`src/sv/lla_pkg.sv`:
```
// ----------------------------------------------------------------------------
// lla_pkg - shared types and constants for the life-like automaton block
// Holds default board geometry, port widths, rule register codes and the
// control bundle that steers each row cell.
// ----------------------------------------------------------------------------
package lla_pkg;

  // Default board geometry
  localparam int BOARD_ROWS_DEF = 32;
  localparam int BOARD_COLS_DEF = 32;

  // Fixed port widths
  localparam int ROW_IDX_W   = 5;
  localparam int COL_IDX_W   = 5;
  localparam int ROW_CELLS_W = 32;
  localparam int CNT_W       = 4;
  localparam int CFG_IDX_W   = 3;

  // Request codes
  localparam logic REQ_WRITE   = 1'b0;
  localparam logic REQ_ADVANCE = 1'b1;

  // Rule register indexes
  typedef enum logic [CFG_IDX_W-1:0] {
    CFG_BIRTH    = 3'd0,
    CFG_OVERPOP  = 3'd1,
    CFG_UNDERPOP = 3'd2,
    CFG_SURV_A   = 3'd3,
    CFG_SURV_B   = 3'd4
  } cfg_idx_t;

  // Rule registers as seen by the row calculator
  typedef struct packed {
    logic [CNT_W-1:0] birth;
    logic [CNT_W-1:0] overpop;
    logic [CNT_W-1:0] underpop;
    logic [CNT_W-1:0] surv_a;
    logic [CNT_W-1:0] surv_b;
  } rule_cfg_t;

  // Per-cell control bundle
  typedef struct packed {
    logic shift_en;
    logic wr_en;
    logic wr_alive;
  } cell_ctl_t;

endpackage

```
`src/sv/life_like_automaton_generation.sv`:
```
// ----------------------------------------------------------------------------
// life_like_automaton_generation - life-like cellular automaton engine
// Keeps a board of live/dead cells in a chain of row cells and sweeps one
// generation through a three-row window, emitting the new board row by row.
// ----------------------------------------------------------------------------
// Usage:
//   Input channel (in_*): a write request (req_type 0) sets one cell and
//   completes in the transfer cycle with no result; out-of-board addresses
//   are dropped. An advance request (req_type 1) starts a generation.
//   Result channel (out_*): one transfer per board row, row 0 first,
//   last_row set on the final row.
//   Config channel (cfg_*): always ready; writes the five rule registers.
//   First row: the advance moves the sequencer into its generation state,
//   which then registers row 0 into the result register. Throughput: the
//   row chain shifts by one row per cycle while the receiver does not stall,
//   and the input channel stays busy until the final row is registered.
//   The block accepts a new request while the final row still waits.
//   Stall: when the receiver holds off, the chain and row counter freeze and
//   the pending row stays unchanged on the outputs.
//   Reset: synchronous, active low; clears the board to all dead and loads
//   the default rule (birth 3, overpop 4, underpop 1, survive 2 and 3).
// ----------------------------------------------------------------------------
module life_like_automaton_generation
  import lla_pkg::*;
#(
  parameter int BOARD_ROWS = BOARD_ROWS_DEF,
  parameter int BOARD_COLS = BOARD_COLS_DEF
) (
  input  logic                   clk,
  input  logic                   rst_n,
  // input channel
  input  logic                   in_valid,
  output logic                   in_ready,
  input  logic                   in_req_type,
  input  logic [ROW_IDX_W-1:0]   in_cell_row,
  input  logic [COL_IDX_W-1:0]   in_cell_col,
  input  logic                   in_cell_alive,
  // result channel
  output logic                   out_valid,
  input  logic                   out_ready,
  output logic [ROW_IDX_W-1:0]   out_row_index,
  output logic [ROW_CELLS_W-1:0] out_row_cells,
  output logic                   out_last_row,
  // configuration channel
  input  logic                   cfg_valid,
  output logic                   cfg_ready,
  input  logic [CFG_IDX_W-1:0]   cfg_index,
  input  logic [CNT_W-1:0]       cfg_wdata
);

  localparam int CW = $clog2(BOARD_COLS);
  localparam int RW = $clog2(BOARD_ROWS);
  localparam int AW = 8;

  typedef enum logic {
    ST_IDLE,
    ST_GEN
  } state_t;

  state_t                 state_r;
  logic [RW-1:0]          row_cnt_r;
  logic [BOARD_COLS-1:0]  prev_r;
  logic                   out_valid_r;
  logic [ROW_IDX_W-1:0]   out_row_index_r;
  logic [ROW_CELLS_W-1:0] out_row_cells_r;
  logic                   out_last_row_r;
  rule_cfg_t              rule_r;

  logic                   in_xfer;
  logic                   wr_go;
  logic                   adv;
  logic                   at_last;
  logic [CW-1:0]          wr_col;
  logic [BOARD_COLS-1:0]  row_q   [BOARD_ROWS];
  logic [BOARD_COLS-1:0]  next_row;
  logic [BOARD_COLS-1:0]  new_row;

  assign in_ready  = (state_r == ST_IDLE);
  assign in_xfer   = in_valid && in_ready;
  assign wr_go     = in_xfer && (in_req_type == REQ_WRITE)
                     && (AW'(in_cell_col) < AW'(BOARD_COLS));
  assign wr_col    = CW'(in_cell_col);
  assign adv       = (state_r == ST_GEN) && (!out_valid_r || out_ready);
  assign at_last   = (row_cnt_r == RW'(BOARD_ROWS - 1));
  assign cfg_ready = 1'b1;

  // Row chain: cell 0 is the row under evaluation, new rows enter at the tail
  for (genvar i = 0; i < BOARD_ROWS; i++) begin : g_row
    localparam logic [AW-1:0] ROW_ID = AW'(i);
    cell_ctl_t             ctl;
    logic [BOARD_COLS-1:0] sh_in;

    assign ctl.shift_en = adv;
    assign ctl.wr_en    = wr_go && (AW'(in_cell_row) == ROW_ID);
    assign ctl.wr_alive = in_cell_alive;

    if (i == BOARD_ROWS - 1) begin : g_tail
      assign sh_in = new_row;
    end else begin : g_body
      assign sh_in = row_q[i+1];
    end

    lla_row_cell #(
      .BOARD_COLS (BOARD_COLS),
      .CW         (CW)
    ) u_cell (
      .clk      (clk),
      .rst_n    (rst_n),
      .ctl      (ctl),
      .wr_col   (wr_col),
      .shift_in (sh_in),
      .row_q    (row_q[i])
    );
  end

  // Row below the bottom edge is dead
  assign next_row = at_last ? '0 : row_q[1];

  lla_row_calc #(
    .BOARD_COLS (BOARD_COLS)
  ) u_calc (
    .rule     (rule_r),
    .prev_row (prev_r),
    .cur_row  (row_q[0]),
    .next_row (next_row),
    .new_row  (new_row)
  );

  // Sequencer: state, row counter and result register
  always_ff @(posedge clk) begin
    if (!rst_n) begin
      state_r     <= ST_IDLE;
      row_cnt_r   <= '0;
      out_valid_r <= 1'b0;
    end else begin
      unique case (state_r)
        ST_IDLE: begin
          if (out_ready) begin
            out_valid_r <= 1'b0;
          end
          if (in_xfer && in_req_type == REQ_ADVANCE) begin
            state_r   <= ST_GEN;
            row_cnt_r <= '0;
          end
        end
        ST_GEN: begin
          if (adv) begin
            out_valid_r <= 1'b1;
            row_cnt_r   <= row_cnt_r + RW'(1);
            if (at_last) begin
              state_r <= ST_IDLE;
            end
          end
        end
        default: begin
          state_r <= ST_IDLE;
        end
      endcase
    end
  end

  // Window top row and result payload
  always_ff @(posedge clk) begin
    if (in_xfer && in_req_type == REQ_ADVANCE) begin
      prev_r <= '0;
    end else if (adv) begin
      prev_r <= row_q[0];
    end
    if (adv) begin
      out_row_index_r <= ROW_IDX_W'(row_cnt_r);
      out_row_cells_r <= ROW_CELLS_W'(new_row);
      out_last_row_r  <= at_last;
    end
  end

  // Rule registers
  always_ff @(posedge clk) begin
    if (!rst_n) begin
      rule_r.birth    <= CNT_W'(3);
      rule_r.overpop  <= CNT_W'(4);
      rule_r.underpop <= CNT_W'(1);
      rule_r.surv_a   <= CNT_W'(2);
      rule_r.surv_b   <= CNT_W'(3);
    end else if (cfg_valid && cfg_ready) begin
      unique case (cfg_index)
        CFG_BIRTH:    rule_r.birth    <= cfg_wdata;
        CFG_OVERPOP:  rule_r.overpop  <= cfg_wdata;
        CFG_UNDERPOP: rule_r.underpop <= cfg_wdata;
        CFG_SURV_A:   rule_r.surv_a   <= cfg_wdata;
        CFG_SURV_B:   rule_r.surv_b   <= cfg_wdata;
        default: begin
        end
      endcase
    end
  end

  assign out_valid     = out_valid_r;
  assign out_row_index = out_row_index_r;
  assign out_row_cells = out_row_cells_r;
  assign out_last_row  = out_last_row_r;

endmodule

```
`src/sv/lla_row_cell.sv`:
```
// ----------------------------------------------------------------------------
// lla_row_cell - one board row in the row chain
// Holds one row of cells; loads its neighbor's row on a shift and updates a
// single column on a cell write.
// ----------------------------------------------------------------------------
module lla_row_cell
  import lla_pkg::*;
#(
  parameter int BOARD_COLS = BOARD_COLS_DEF,
  parameter int CW         = $clog2(BOARD_COLS)
) (
  input  logic                  clk,
  input  logic                  rst_n,
  input  cell_ctl_t             ctl,
  input  logic [CW-1:0]         wr_col,
  input  logic [BOARD_COLS-1:0] shift_in,
  output logic [BOARD_COLS-1:0] row_q
);

  logic [BOARD_COLS-1:0] row_r;

  // Hold the row; shift in from the neighbor or write one column
  always_ff @(posedge clk) begin
    if (!rst_n) begin
      row_r <= '0;
    end else if (ctl.shift_en) begin
      row_r <= shift_in;
    end else if (ctl.wr_en) begin
      row_r[wr_col] <= ctl.wr_alive;
    end
  end

  assign row_q = row_r;

endmodule

```
`src/sv/lla_row_calc.sv`:
```
// ----------------------------------------------------------------------------
// lla_row_calc - next-generation logic for one row
// Counts the eight neighbors of every column from a three-row window and
// applies the birth, survival and death rules.
// ----------------------------------------------------------------------------
module lla_row_calc
  import lla_pkg::*;
#(
  parameter int BOARD_COLS = BOARD_COLS_DEF
) (
  input  rule_cfg_t             rule,
  input  logic [BOARD_COLS-1:0] prev_row,
  input  logic [BOARD_COLS-1:0] cur_row,
  input  logic [BOARD_COLS-1:0] next_row,
  output logic [BOARD_COLS-1:0] new_row
);

  logic [BOARD_COLS+1:0] pp;
  logic [BOARD_COLS+1:0] pc;
  logic [BOARD_COLS+1:0] pn;
  logic [CNT_W-1:0]      nbr [BOARD_COLS];

  // Pad with dead cells beyond the left and right edges
  assign pp = {1'b0, prev_row, 1'b0};
  assign pc = {1'b0, cur_row,  1'b0};
  assign pn = {1'b0, next_row, 1'b0};

  // Count neighbors and apply the rule per column
  always_comb begin
    for (int c = 0; c < BOARD_COLS; c++) begin
      nbr[c] = CNT_W'(pp[c]) + CNT_W'(pp[c+1]) + CNT_W'(pp[c+2])
             + CNT_W'(pc[c])                   + CNT_W'(pc[c+2])
             + CNT_W'(pn[c]) + CNT_W'(pn[c+1]) + CNT_W'(pn[c+2]);
      if (!cur_row[c]) begin
        new_row[c] = (nbr[c] == rule.birth);
      end else if (nbr[c] >= rule.overpop) begin
        new_row[c] = 1'b0;
      end else if (nbr[c] == rule.surv_a || nbr[c] == rule.surv_b) begin
        new_row[c] = 1'b1;
      end else if (nbr[c] <= rule.underpop) begin
        new_row[c] = 1'b0;
      end else begin
        new_row[c] = 1'b1;
      end
    end
  end

endmodule

```
`config.mk`:
```
export PLATFORM = sky130hd
export DESIGN_NAME = life_like_automaton_generation
export DESIGN_NICKNAME = d
export VERILOG_FILES = /design/src/sv/lla_pkg.sv /design/src/sv/life_like_automaton_generation.sv /design/src/sv/lla_row_cell.sv /design/src/sv/lla_row_calc.sv
export SDC_FILE = /design/constraint.sdc
export NUM_CORES = 2
export LEC_CHECK = 0
export BUFFER_PORTS_ARGS = -buffer_cell sky130_fd_sc_hd__buf_2
export CAP_MARGIN = 20
export CORE_UTILIZATION = 55
export DETAILED_ROUTE_END_ITERATION = 8
export GPL_TIMING_DRIVEN = 1
export PLACE_DENSITY = 0.71
export SYNTH_ARGS = -nofsm -noshare
export SYNTH_HDL_FRONTEND = slang
export SYNTH_SLANG_ARGS = --single-unit
export TNS_END_PERCENT = 100
```
`constraint.sdc`:
```
create_clock -name clk -period 13.66 [get_ports clk]
set_input_delay 2.049 -clock clk [delete_from_list [all_inputs] [get_ports clk]]
set_output_delay 2.049 -clock clk [all_outputs]
set_load 0.1 [all_outputs]
```
==> results.py <==
metrics = {
    "detailed_routing": {
        "drc_errors": 14,
        "vias": 54430,
        "postRouteAntennaNets": 0,
        "vias_per_cell": 6.510,
        "totalWireLength_um": 191800,
        "wl_per_cell_um": 22.94,
        "drt_pass1_iterations": 9,
        "drt_iter0_markers": 5340,
    },
    "timing": {
        "timing.final.max_slew_violations": 0,
        "max_slew.worst_pin.slew_ns": 1.230,
        "fin_crit_ns": 6.054,
        "fin_hold_ws_ns": 0.4762,
        "tns_ns": 0,
        "period_share_pct": 44.32,
        "skew_ns": 0.02594,
        "finalSetupViolations": 0,
        "rsz0062_at_grt": "false",
        "max_freq_mhz": 165.2,
        "slew_headroom_pct": 17.97,
        "hold_viol_final": 0,
    },
    "floorplan": {
        "start_util_pct": 55.61,
        "die_w_um": 342.2,
        "die-height_um": 342.2,
        "rows": 124,
        "die_area_um2": 117100,
        "core_um2": 114500,
        "ios": 65,
    },
    "power_and_ir_drop": {
        "ir_drop_mv": 0.1052,
        "power_density_nw_per_um2": 116.4,
        "power_mw": 8.052,
        "power_leakage_nw": 24.33,
    },
    "synthesis": {
        "syn-num-nets": 7618,
        "synth-edff-count": 38,
        "synth_common_cells": "a21oi_1 (1,121), dfxtp_1 (1,083), nor3b_1 (1,027)",
        "synthArstFlopShare_pct": 0,
        "synth_area_um2": 63670,
        "yosys_warnings": 0,
        "syn_inst": 7119,
        "ys_ff_latch": 1121,
        "yosysMostFrequentCell": "a21oi_1",
        "synth_flop_cell": "dfxtp_1",
        "ys_top_cells_by_area": "dfxtp_1 (34%), nor3b_1 (12%), a211oi_1 (12%), a21oi_1 (8.8%), ha_1 (6.9%)",
        "netlist.area_leader.share_pct": 34.05,
        "synth_cell_type_count": 63,
        "ys_seq_area_share_pct": 35.84,
        "synth_top_cell_by_area": "dfxtp_1",
        "synth.avg_cell_area_um2": 8.944,
    },
    "clock_network": {
        "insertion_delay_ns": 0.73,
        "cts.path.max_buffers": 3,
        "cts_tree": "yes",
        "hold_buffers": 0,
        "path_clk_slew_ns": 0.06,
        "clock-sinks": 1121,
        "cts_made_buffers": 116,
        "cts.htree.levels": 3,
        "cts_resized": 0,
        "cts-root-buf": "clkbuf_16",
        "post_cts_buffers": 0,
    },
    "global_routing": {
        "use_met3_pct": 4.477,
        "gr-usage-met2_pct": 50.97,
        "antenna_found_initial": 7,
        "grt_usage_pct": 31.91,
        "grt_pass1_vias": 52080,
        "busiest_layer": "met2",
        "grt_pass1_wl_um": 303000,
        "met1_usage_pct": 43.99,
        "grt-ovfl-total": 0,
        "grt_start_max_net_pins": 300,
    },
    "worst_setup_path": {
        "worstSetupPathType": "input port to register",
        "worstPathArrival_ns": 6.71,
        "critPathLaunch": "out_ready",
        "cp-end-kind": "register",
        "slowest_stage": "buf_4",
        "start_kind": "input port",
        "slowest_delay_ns": 0.85,
        "crit_chain": "buf_2, nand2b_1, nand2_4, inv_8, buf_4, buf_4, buf_4, nor3_1, nor3b_1, o31a_1",
        "critical_path.most_common_cell": "buf_4",
        "crit_required_ns": 14.32,
        "timing.rr.start": "row_cnt_r[0]",
        "cp_max_fo": 118,
    },
    "finish": {
        "final_nets": 7248,
        "drive_above_1_share_pct": 8.309,
        "area_delta_synth_final_pct": 8.674,
    },
    "status": {
        "outcome": "finished with violations",
        "violations": "design-rule violations",
    },
    "worst_hold_path": {
        "hold_path_startpoint": "row_cnt_r[4]",
        "hold_class": "register to register",
    },
    "flow_run": {
        "max_cap_violations": 0,
    },
    "placement": {
        "portBuffers": 63,
        "dpl.hpwl_um": 112800,
        "gp_congestion": 0.8768,
    },
}
==> path summary, 6_finish.rpt <==
check             cells after the start  slack [ns]                    endpoint
hold reg to reg                       0        0.48            out_row_index[4]
hold / removal                        0        0.48            out_row_index[4]
setup / recovery                     10        7.61  g_row[31].u_cell.row_q[12]
setup reg to reg                     17        7.82  g_row[31].u_cell.row_q[19]
==> registers in the layout, indices dropped and copies added (netlist names) <==
signal,count
g_row.u_cell.row_q,1024
prev_r,32
row_cnt_r,5
out_valid,1
rule_r,20
out_row_index,5
out_row_cells,32
out_last_row,1
state_r,1
==> where the power goes <==
part | internal [mW] | leakage (nW) | switching [mW]
Clock | 1.84 | 1.95 | 1.40
Combinational | 0.401 | 13.2 | 0.934
Sequential | 3.40 | 9.13 | 0.0699
==> critical path: cells and delay by family <==
| kind | cells | cell delay [ns] |
|---|---|---|
| AO/OA/AOI/OAI | 1 | 0.16 |
| AND/OR/NAND/NOR | 4 | 0.97 |
| buffers and inverters | 5 | 3.31 |
==> placed cells by master (no fill, tap or decap), types with 36 or more instances in the layout <==
cell type  count
a211oi_1     992
a21o_1        54
a21oi_1     1065
a21oi_4       38
buf_2         62
buf_4        140
clkbuf_16    116
clkbuf_8      36
dfxtp_1     1071
edfxtp_1      38
fa_1         125
ha_1         350
inv_1        347
nand2_1      119
nand2b_1      40
nand3_1      118
nor2_1        49
nor3_1        91
nor3b_1     1027
nor4_1        61
o21ai_0       62
o21ai_2       61
xnor2_1      101
xor2_1       309
==> layout make-up <==
cell class,instances,area (um2)
fillers,9768,45310
multi-input cells,4945,37580
flip-flops and latches,1121,22840
clock buffers,171,3470
well taps,1512,1892
repair buffers,215,1662
inverters,350,1321
clock inverters,46,432.9
diodes,1,2.502
==> cell families (layout without fill, tap and decap cells) <==
kind of cell / count (synthesis) / count (layout) / share of synthesized area, %
adder cells (fa/ha/maj): 475 / 475 / 10.81
flip-flops: 1121 / 1121 / 35.84
multiplexers: 20 / 20 / 0.3144
AO/OA/AOI/OAI: 2443 / 2443 / 24.20
XOR/XNOR: 410 / 410 / 5.640
AND/OR/NAND/NOR: 1596 / 1596 / 16.70
other: 1 / 2 / 0.005890
buffers and inverters: 1053 / 782 / 6.491
==> metal layers <==
layer	routed length [um]	part of all wire (%)
met1	84780	44
met2	87380	46
met3	13130	6.8
met4	6408	3.3
met5	77	0.040
==> per-stage QoR <==
stage                     cell area [um2]  util, %  setup WS (ns)  instances
after floorplan                     63670        -          8.724       7119
after global placement              65060    56.82          7.031       8134
after detailed placement            65090    56.85          7.002       8135
after CTS                           68990    60.26          7.750       8352
after global routing                69190    60.43          7.333       8360
final                               69190    60.43          7.606       8361
Power figures use the tool's default switching activity.
